## src/design/ssr_pkg.sv

```systemverilog
// ---------------------------------------------------------------------------
// ssr_pkg
// shared constants and controller/datapath interface types for the score sorter
// ---------------------------------------------------------------------------
package ssr_pkg;

  localparam int MAX_ENTRIES = 64;
  localparam int CNT_W       = $clog2(MAX_ENTRIES + 1);
  localparam int SCORE_W     = 9;
  localparam int IDX_W       = 6;
  localparam int RANK_W      = 7;
  localparam int IN_DATA_W   = 16;
  localparam int OUT_DATA_W  = 24;

  typedef struct packed {
    logic             insert;
    logic             pop;
    logic             final_pop;
    logic [CNT_W-1:0] count;
    logic [CNT_W-1:0] pos;
  } ssr_ctrl_t;

  typedef struct packed {
    logic out_free;
  } ssr_stat_t;

endpackage

```

## src/design/ssr_ctrl.sv

```systemverilog
// ---------------------------------------------------------------------------
// ssr_ctrl
// load / drain sequencer: counts entries in, then steps the sorted row out
// ---------------------------------------------------------------------------
module ssr_ctrl
  import ssr_pkg::*;
(
  input  logic      clk,
  input  logic      rst,
  input  logic      s_axis_tvalid,
  input  logic      s_axis_tlast,
  output logic      s_axis_tready,
  input  ssr_stat_t stat,
  output ssr_ctrl_t ctl
);

  typedef enum logic {
    ST_LOAD,
    ST_DRAIN
  } state_t;

  state_t           state;
  logic [CNT_W-1:0] count;
  logic [CNT_W-1:0] pos;
  logic [CNT_W-1:0] count_inc;
  logic [CNT_W-1:0] pos_inc;
  logic             set_end;

  assign count_inc = count + CNT_W'(1);
  assign pos_inc   = pos + CNT_W'(1);
  assign set_end   = s_axis_tlast || (count_inc == CNT_W'(MAX_ENTRIES));

  always_comb begin
    s_axis_tready = 1'b0;
    ctl.insert    = 1'b0;
    ctl.pop       = 1'b0;
    ctl.final_pop = 1'b0;
    case (state)
      ST_LOAD: begin
        s_axis_tready = 1'b1;
        ctl.insert    = s_axis_tvalid;
      end
      ST_DRAIN: begin
        ctl.pop       = stat.out_free;
        ctl.final_pop = stat.out_free && (pos_inc == count);
      end
      default: begin
        s_axis_tready = 1'b0;
      end
    endcase
    ctl.count = count;
    ctl.pos   = pos;
  end

  always_ff @(posedge clk) begin
    if (rst) begin
      state <= ST_LOAD;
      count <= '0;
      pos   <= '0;
    end else begin
      case (state)
        ST_LOAD: begin
          if (ctl.insert) begin
            count <= count_inc;
            pos   <= '0;
            if (set_end) begin
              state <= ST_DRAIN;
            end
          end
        end
        ST_DRAIN: begin
          if (ctl.final_pop) begin
            state <= ST_LOAD;
            count <= '0;
            pos   <= '0;
          end else if (ctl.pop) begin
            pos <= pos_inc;
          end
        end
        default: begin
          state <= ST_LOAD;
        end
      endcase
    end
  end

endmodule

```

## src/design/ssr_datapath.sv

```systemverilog
// ---------------------------------------------------------------------------
// ssr_datapath
// insertion-sorting row of cells, shift-out path, rank and output register
// ---------------------------------------------------------------------------
module ssr_datapath
  import ssr_pkg::*;
(
  input  logic                  clk,
  input  logic                  rst,
  input  ssr_ctrl_t             ctl,
  output ssr_stat_t             stat,
  input  logic [IN_DATA_W-1:0]  s_axis_tdata,   // score
  output logic                  m_axis_tvalid,
  input  logic                  m_axis_tready,
  output logic [OUT_DATA_W-1:0] m_axis_tdata,   // entry_index, sorted_score, rank
  output logic                  m_axis_tlast    // final_res
);

  logic [SCORE_W-1:0] cell_score [MAX_ENTRIES];
  logic [IDX_W-1:0]   cell_idx   [MAX_ENTRIES];
  logic [MAX_ENTRIES-1:0] lt;

  logic [SCORE_W-1:0] score_in;
  logic [IDX_W-1:0]   idx_in;

  logic               out_valid;
  logic [IDX_W-1:0]   out_idx;
  logic [SCORE_W-1:0] out_score;
  logic [RANK_W-1:0]  out_rank;
  logic               out_last;
  logic [RANK_W-1:0]  rank_next;
  logic [CNT_W-1:0]   pos_inc;

  assign score_in = s_axis_tdata[SCORE_W-1:0];
  assign idx_in   = ctl.count[IDX_W-1:0];

  // empty cells count as smaller than any incoming score
  always_comb begin
    for (int k = 0; k < MAX_ENTRIES; k++) begin
      lt[k] = (CNT_W'(k) >= ctl.count) || (cell_score[k] < score_in);
    end
  end

  for (genvar k = 0; k < MAX_ENTRIES; k++) begin : g_cell
    always_ff @(posedge clk) begin
      if (ctl.insert && lt[k]) begin
        if (k == 0) begin
          cell_score[k] <= score_in;
          cell_idx[k]   <= idx_in;
        end else if (lt[(k == 0) ? 0 : k-1]) begin
          cell_score[k] <= cell_score[(k == 0) ? 0 : k-1];
          cell_idx[k]   <= cell_idx[(k == 0) ? 0 : k-1];
        end else begin
          cell_score[k] <= score_in;
          cell_idx[k]   <= idx_in;
        end
      end else if (ctl.pop && (k < MAX_ENTRIES-1)) begin
        cell_score[k] <= cell_score[(k < MAX_ENTRIES-1) ? k+1 : k];
        cell_idx[k]   <= cell_idx[(k < MAX_ENTRIES-1) ? k+1 : k];
      end
    end
  end

  // ties keep the rank of the first entry with that score
  assign pos_inc   = ctl.pos + CNT_W'(1);
  assign rank_next = ((ctl.pos == '0) || (cell_score[0] != out_score)) ?
                     RANK_W'(pos_inc) : out_rank;

  always_ff @(posedge clk) begin
    if (rst) begin
      out_valid <= 1'b0;
    end else if (ctl.pop) begin
      out_valid <= 1'b1;
    end else if (m_axis_tready) begin
      out_valid <= 1'b0;
    end
  end

  always_ff @(posedge clk) begin
    if (ctl.pop) begin
      out_idx   <= cell_idx[0];
      out_score <= cell_score[0];
      out_rank  <= rank_next;
      out_last  <= ctl.final_pop;
    end
  end

  assign stat.out_free = !out_valid || m_axis_tready;

  assign m_axis_tvalid = out_valid;
  assign m_axis_tdata  = {(OUT_DATA_W - IDX_W - SCORE_W - RANK_W)'(0),
                          out_rank, out_score, out_idx};
  assign m_axis_tlast  = out_last;

endmodule

```

## src/design/score_sort_and_rank_top.sv

```systemverilog
// ---------------------------------------------------------------------------
// score_sort_and_rank_top
// stable descending score sort with competition ranking
// ---------------------------------------------------------------------------
// Scores arrive on the slave stream, one per transfer, tlast closing the set.
// A set also closes on the transfer that fills all MAX_ENTRIES cells.
// Each transfer is inserted into a row of compare-and-shift cells, with tready
// held high throughout loading. Once the set is closed, tready drops and the
// row is shifted out from its head, one result per cycle while the master
// side accepts: arrival index, score and competition rank, tlast on the last
// result. After the closing transfer the controller enters its drain state,
// and the first result is then taken into the output register. The output
// register lets the next set start loading while the final result of the
// previous set still waits.
// A stall on the master side holds the output register and pauses the
// drain; nothing is lost or repeated.
// Reset empties the row and returns to loading; cell contents are not
// cleared, only the fill count, so no clearing pass is needed.
// ---------------------------------------------------------------------------
module score_sort_and_rank_top
  import ssr_pkg::*;
(
  input  logic                  clk,
  input  logic                  rst,
  input  logic                  s_axis_tvalid,
  output logic                  s_axis_tready,
  input  logic [IN_DATA_W-1:0]  s_axis_tdata,   // score
  input  logic                  s_axis_tlast,   // last
  output logic                  m_axis_tvalid,
  input  logic                  m_axis_tready,
  output logic [OUT_DATA_W-1:0] m_axis_tdata,   // entry_index, sorted_score, rank
  output logic                  m_axis_tlast    // final_res
);

  ssr_ctrl_t ctl;
  ssr_stat_t stat;

  ssr_ctrl u_ctrl (
    .clk           (clk),
    .rst           (rst),
    .s_axis_tvalid (s_axis_tvalid),
    .s_axis_tlast  (s_axis_tlast),
    .s_axis_tready (s_axis_tready),
    .stat          (stat),
    .ctl           (ctl)
  );

  ssr_datapath u_datapath (
    .clk           (clk),
    .rst           (rst),
    .ctl           (ctl),
    .stat          (stat),
    .s_axis_tdata  (s_axis_tdata),
    .m_axis_tvalid (m_axis_tvalid),
    .m_axis_tready (m_axis_tready),
    .m_axis_tdata  (m_axis_tdata),
    .m_axis_tlast  (m_axis_tlast)
  );

  // a stalled result holds its data until the transfer
  assert property (@(posedge clk) disable iff (rst)
    m_axis_tvalid && !m_axis_tready |=>
      m_axis_tvalid && $stable(m_axis_tdata) && $stable(m_axis_tlast))
    else $error("result changed while stalled");

  // loading and draining never overlap
  assert property (@(posedge clk) disable iff (rst)
    s_axis_tready |-> !ctl.pop)
    else $error("pop while loading");

  // fill count within capacity, drain position inside the set
  assert property (@(posedge clk) disable iff (rst)
    (ctl.count <= CNT_W'(MAX_ENTRIES)) && ((ctl.pos == '0) || (ctl.pos < ctl.count)))
    else $error("count or position out of range");

endmodule

```

## config.mk

```make
export PLATFORM = sky130hd
export DESIGN_NAME = score_sort_and_rank_top
export DESIGN_NICKNAME = d
export VERILOG_FILES = /design/src/design/ssr_pkg.sv /design/src/design/ssr_ctrl.sv /design/src/design/ssr_datapath.sv /design/src/design/score_sort_and_rank_top.sv
export SDC_FILE = /design/constraint.sdc
export NUM_CORES = 2
export LEC_CHECK = 0
export BUFFER_PORTS_ARGS = -buffer_cell sky130_fd_sc_hd__buf_4
export CAP_MARGIN = 20
export CELL_PAD_IN_SITES_DETAIL_PLACEMENT = 0
export CELL_PAD_IN_SITES_GLOBAL_PLACEMENT = 2
export CORE_MARGIN = 4
export CORE_UTILIZATION = 42
export CTS_CLUSTER_DIAMETER = 40
export DETAILED_ROUTE_END_ITERATION = 6
export PLACE_DENSITY_LB_ADDON = 0.25
export SLEW_MARGIN = 0
export SYNTH_ARGS = -nofsm -noshare
export SYNTH_HDL_FRONTEND = slang
export SYNTH_SLANG_ARGS = --single-unit
```

## constraint.sdc

```tcl
create_clock -name clk -period 9.7 [get_ports clk]
set_input_delay 2.425 -clock clk [delete_from_list [all_inputs] [get_ports clk]]
set_output_delay 2.425 -clock clk [all_outputs]
set_load 0.005 [all_outputs]
```

==> run_results.csv <==
group,metric,value,unit
critical_path,path_cells,"buf_4, inv_4, buf_4, ha_1, o21ai_0, a221oi_1, inv_1, nor3_2, nand2_1, a221o_1",
cts,ctsResizeCount,0,
sta,finalCritPeriodShare,63.0,%
cts,clockRootBuffer,"clkbuf_16",
critical_path,ff2ff_setup_slack,4.76,ns
sta,fmax,164,MHz
critical_path,cp_num_buf_inv,4,
synth,synth.most_common_cell,"edfxtp_1",
critical_path,rr_startpoint,"u_ctrl.count[0]$_SDFFE_PP0P_",
global_routing,grt_first_pass_wirelength,375000,um
synth,synth.area.top_cells,"edfxtp_1 (44%), ha_1 (9.8%), o21ai_0 (4.7%)",
sta,finalSetupTns,0,ns
global_routing,busiest_layer,"met2",
synth,synth.distinct_cells,85,
finish,multi_input_area,0.0338,mm2
cts,path_clk_slew,0.05,ns
place,dpl_worst_slack,2.90,ns
route,via_count,59186,
critical_path,path_max_fanout,34,
critical_path,slowest_stage,"nor3_2",
critical_path,worst_setup_path_start_kind,"input port",
min_path,hold_class,"flop to flop",
cts,cts.sinks,999,
cts,postCtsSetupBuffers,0,
power_and_ir_drop,p_per_area,219,mW/mm2
min_path,min_path_cells,0,
critical_path,arrival,6.67,ns
cts,cts_tree,"done",
synth,synth_edf_count,983,
route,drt_pass1_iterations,5,
status,status,"finished clean",
synth,yosysWarnings,0,
synth,synth.largest_area_cell,"edfxtp_1",
sta,max_slew.worst_pin.slew,1.20,ns
critical_path,slowest_delay,0.72,ns
global_routing,use_met2,46.4,%
sta,finalSetupViolations,0,
global_routing,overflow,0,
place,port_buffers,38,
critical_path,startpoint,"s_axis_tdata[8]",
global_routing,antenna_found_initial,10,
sta,rsz0062_at_grt,"false",
sta,period_needed,6.11,ns
floorplan,coreArea,0.157,mm2
route,drtIter0Drc,6723,
finish,fin_nets,7262,
sta,maxSlewViolCount,0,
place,place_hpwl,163000,um
route,wl_per_cell,28.2,um
critical_path,path_class,"input port to flop",
finish,synthToLayoutAreaGrowth,13.5,%
power_and_ir_drop,vdd_drop_max,0.182,mV
critical_path,crit_cells,10,
cts,cts_hold_buf,0,
synth,synth_ff_type,"edfxtp_1",
synth,syn_inst,6985,
critical_path,timing.critical_path.mode_cell,"buf_4",
cts,clk_path_buf_depth,3,
sta,relSlewSlack,18.8,%
synth,synthArstFlopShare,0,%
critical_path,reg2reg_depth,10,
critical_path,setup.worst_path.end_class,"flop",
floorplan,initial_core_util,42.4,%
cts,numCtsBuffers,197,
route,post-route-drc-count,0,
power_and_ir_drop,p_leak,26.8,nW
cts,h-tree-depth,4,
place,gp_congestion,0.866,
floorplan,die_w,406,um
critical_path,required,10.26,ns
floorplan,die-area,0.165,mm2
global_routing,use_met3,4.62,%
sta,fin_ws,3.59,ns
synth,yosys-top-cells-count,"edfxtp_1 (983), nor2_1 (635), o21ai_0 (626), clkbuf_1 (563), nand2_1 (538)",
global_routing,met1_usage,43.0,%
global_routing,grt_use_total,29.9,%
flow_run,drv_cap,0,
finish,nFillCells,14684,
finish,final_layout_size_suffix_gt1_share,9.46,%
floorplan,die-height,406,um
route,wirelength,253000,um
critical_path,path_delay_family,"buffers and inverters",
sta,finalHoldViolCount,0,
cts,clock_latency,0.84,ns
critical_path,crit_end,"u_datapath.cell_score[1][126]$_DFFE_PP_",
global_routing,grt_max_degree,203,
synth,syn-cell-area,0.0665,mm2
synth,synth_top_area_share,44.4,%
sta,skew,0.0620,ns
critical_path,r2r-end,"u_datapath.cell_score[1][191]$_DFFE_PP_",
finish,seqCellArea,0.0299,mm2
global_routing,first_global_vias,56330,
route,postRouteAntennaNets,0,
floorplan,num_rows,145,
floorplan,io_pins,48,
synth,ys_seq_elements,999,
route,viasPerCell,6.61,
synth,seq_area_frac_synth,44.9,%
synth,syn_avg_cell_area,9.51,um2
[report_power, final]
part	total, W	leakage (nW)	switching, W	internal [W]
clock network	0.00738	3.42	0.00259	0.00479
logic	0.00278	13.7	0.00172	0.00107
registers	0.00638	9.74	0.000663	0.00572
[state kept, by name, indices dropped and copies added, names as in the netlist]
signal / count
u_datapath.cell_idx: 384
u_datapath.out_idx: 6
u_datapath.m_axis_tvalid: 1
u_ctrl.count: 7
u_datapath.out_rank: 7
u_datapath.out_score: 9
u_ctrl.state: 1
u_datapath.cell_score: 576
u_datapath.m_axis_tlast: 1
u_ctrl.pos: 7
[worst min-delay path by stage]
stage	slack (ns)	startpoint	end
2_1_floorplan	0.42	u_datapath.cell_idx[0][0]$_DFFE_PP_	u_datapath.out_idx[0]$_DFFE_PP_
3_3_place_gp	0.46	u_datapath.cell_idx[0][4]$_DFFE_PP_	u_datapath.out_idx[4]$_DFFE_PP_
3_5_place_dp	0.44	u_datapath.cell_idx[0][4]$_DFFE_PP_	u_datapath.out_idx[4]$_DFFE_PP_
4_1_cts	0.46	u_datapath.cell_idx[0][4]$_DFFE_PP_	u_datapath.out_idx[4]$_DFFE_PP_
5_1_grt	0.46	u_datapath.cell_idx[0][4]$_DFFE_PP_	u_datapath.out_idx[4]$_DFFE_PP_
6_report	0.47	u_datapath.cell_idx[0][4]$_DFFE_PP_	u_datapath.out_idx[4]$_DFFE_PP_
[worst register-to-register path, stage by stage (launching register included)]
cell     delay (ns)
dfxtp_4        0.56
inv_2          0.23
buf_4          0.39
ha_1           0.33
o21ba_2        0.71
a21oi_1        0.45
o21ai_0        0.69
nand3_1        0.16
buf_4          0.27
or2_1          0.49
a221o_1        0.37
[logic make-up after synthesis]
kind of cell	count (synthesis)	share of synthesized area (%)
compound gates	2339	23.5
xor+xnor	22	0.373
fa+ha+maj	518	9.75
other cells	1	0.00564
buf+inv	740	4.43
mux	17	0.284
flops	999	44.9
simple gates	2349	16.7
[final cells by class]
| type | count | area share [%] |
|---|---|---|
| Multi-Input combinational cell | 5247 | 44.8 |
| Sequential cell | 999 | 39.6 |
| Clock buffer | 217 | 6.63 |
| Tap cell | 2058 | 3.41 |
| Clock inverter | 150 | 2.83 |
| Timing Repair Buffer | 211 | 2.37 |
| Inverter | 67 | 0.390 |
| Antenna cell | 4 | 0.0133 |
[cell usage in the layout, fill, tap and decap left out, types with 37 or more instances in the layout]
| cell | count |
|---|---|
| nand2_1 | 535 |
| a211oi_1 | 93 |
| o21a_1 | 82 |
| edfxtp_1 | 983 |
| or3_1 | 133 |
| o211ai_1 | 245 |
| inv_1 | 51 |
| clkinv_2 | 37 |
| nand3_1 | 446 |
| bufinv_16 | 39 |
| nand2b_1 | 82 |
| a31oi_1 | 368 |
| o21ai_0 | 605 |
| a21o_1 | 37 |
| and3_1 | 48 |
| a21oi_1 | 279 |
| clkbuf_16 | 197 |
| buf_4 | 191 |
| o31a_1 | 163 |
| a211o_1 | 44 |
| ha_1 | 518 |
| o21ai_1 | 41 |
| nor2_1 | 627 |
| nor3_1 | 126 |
| nand4_1 | 124 |
| a221o_1 | 128 |
| o31ai_1 | 37 |
| o311ai_0 | 46 |
| and2_1 | 128 |
[metrics by stage]
| step | hold slack, ns | total power (W) | util (%) | cells | instance area [um2] |
|---|---|---|---|---|---|
| final | 0.465 | 0.0165 | 48.1 | 8953 | 75500 |
| after global placement | 0.455 | 0.00908 | 43.5 | 8564 | 68100 |
| after floorplan | 0.420 | 0.00805 | - | 6986 | 66500 |
| after CTS | 0.458 | 0.0165 | 48.0 | 8936 | 75300 |
| after detailed placement | 0.442 | 0.00917 | 43.5 | 8569 | 68200 |
| after global routing | 0.463 | 0.0172 | 48.1 | 8949 | 75400 |
[layer usage]
layer  vias to the layer above  routed length, um  share of wire [%]
met3                       399              19600                7.8
met1                     29634             112000                 44
li1                      26562                  -                  -
met4                         2               7560                3.0
met2                      2589             114000                 45
met5                         -                  7             0.0028
No activity file was read; power rests on OpenSTA's default activity.
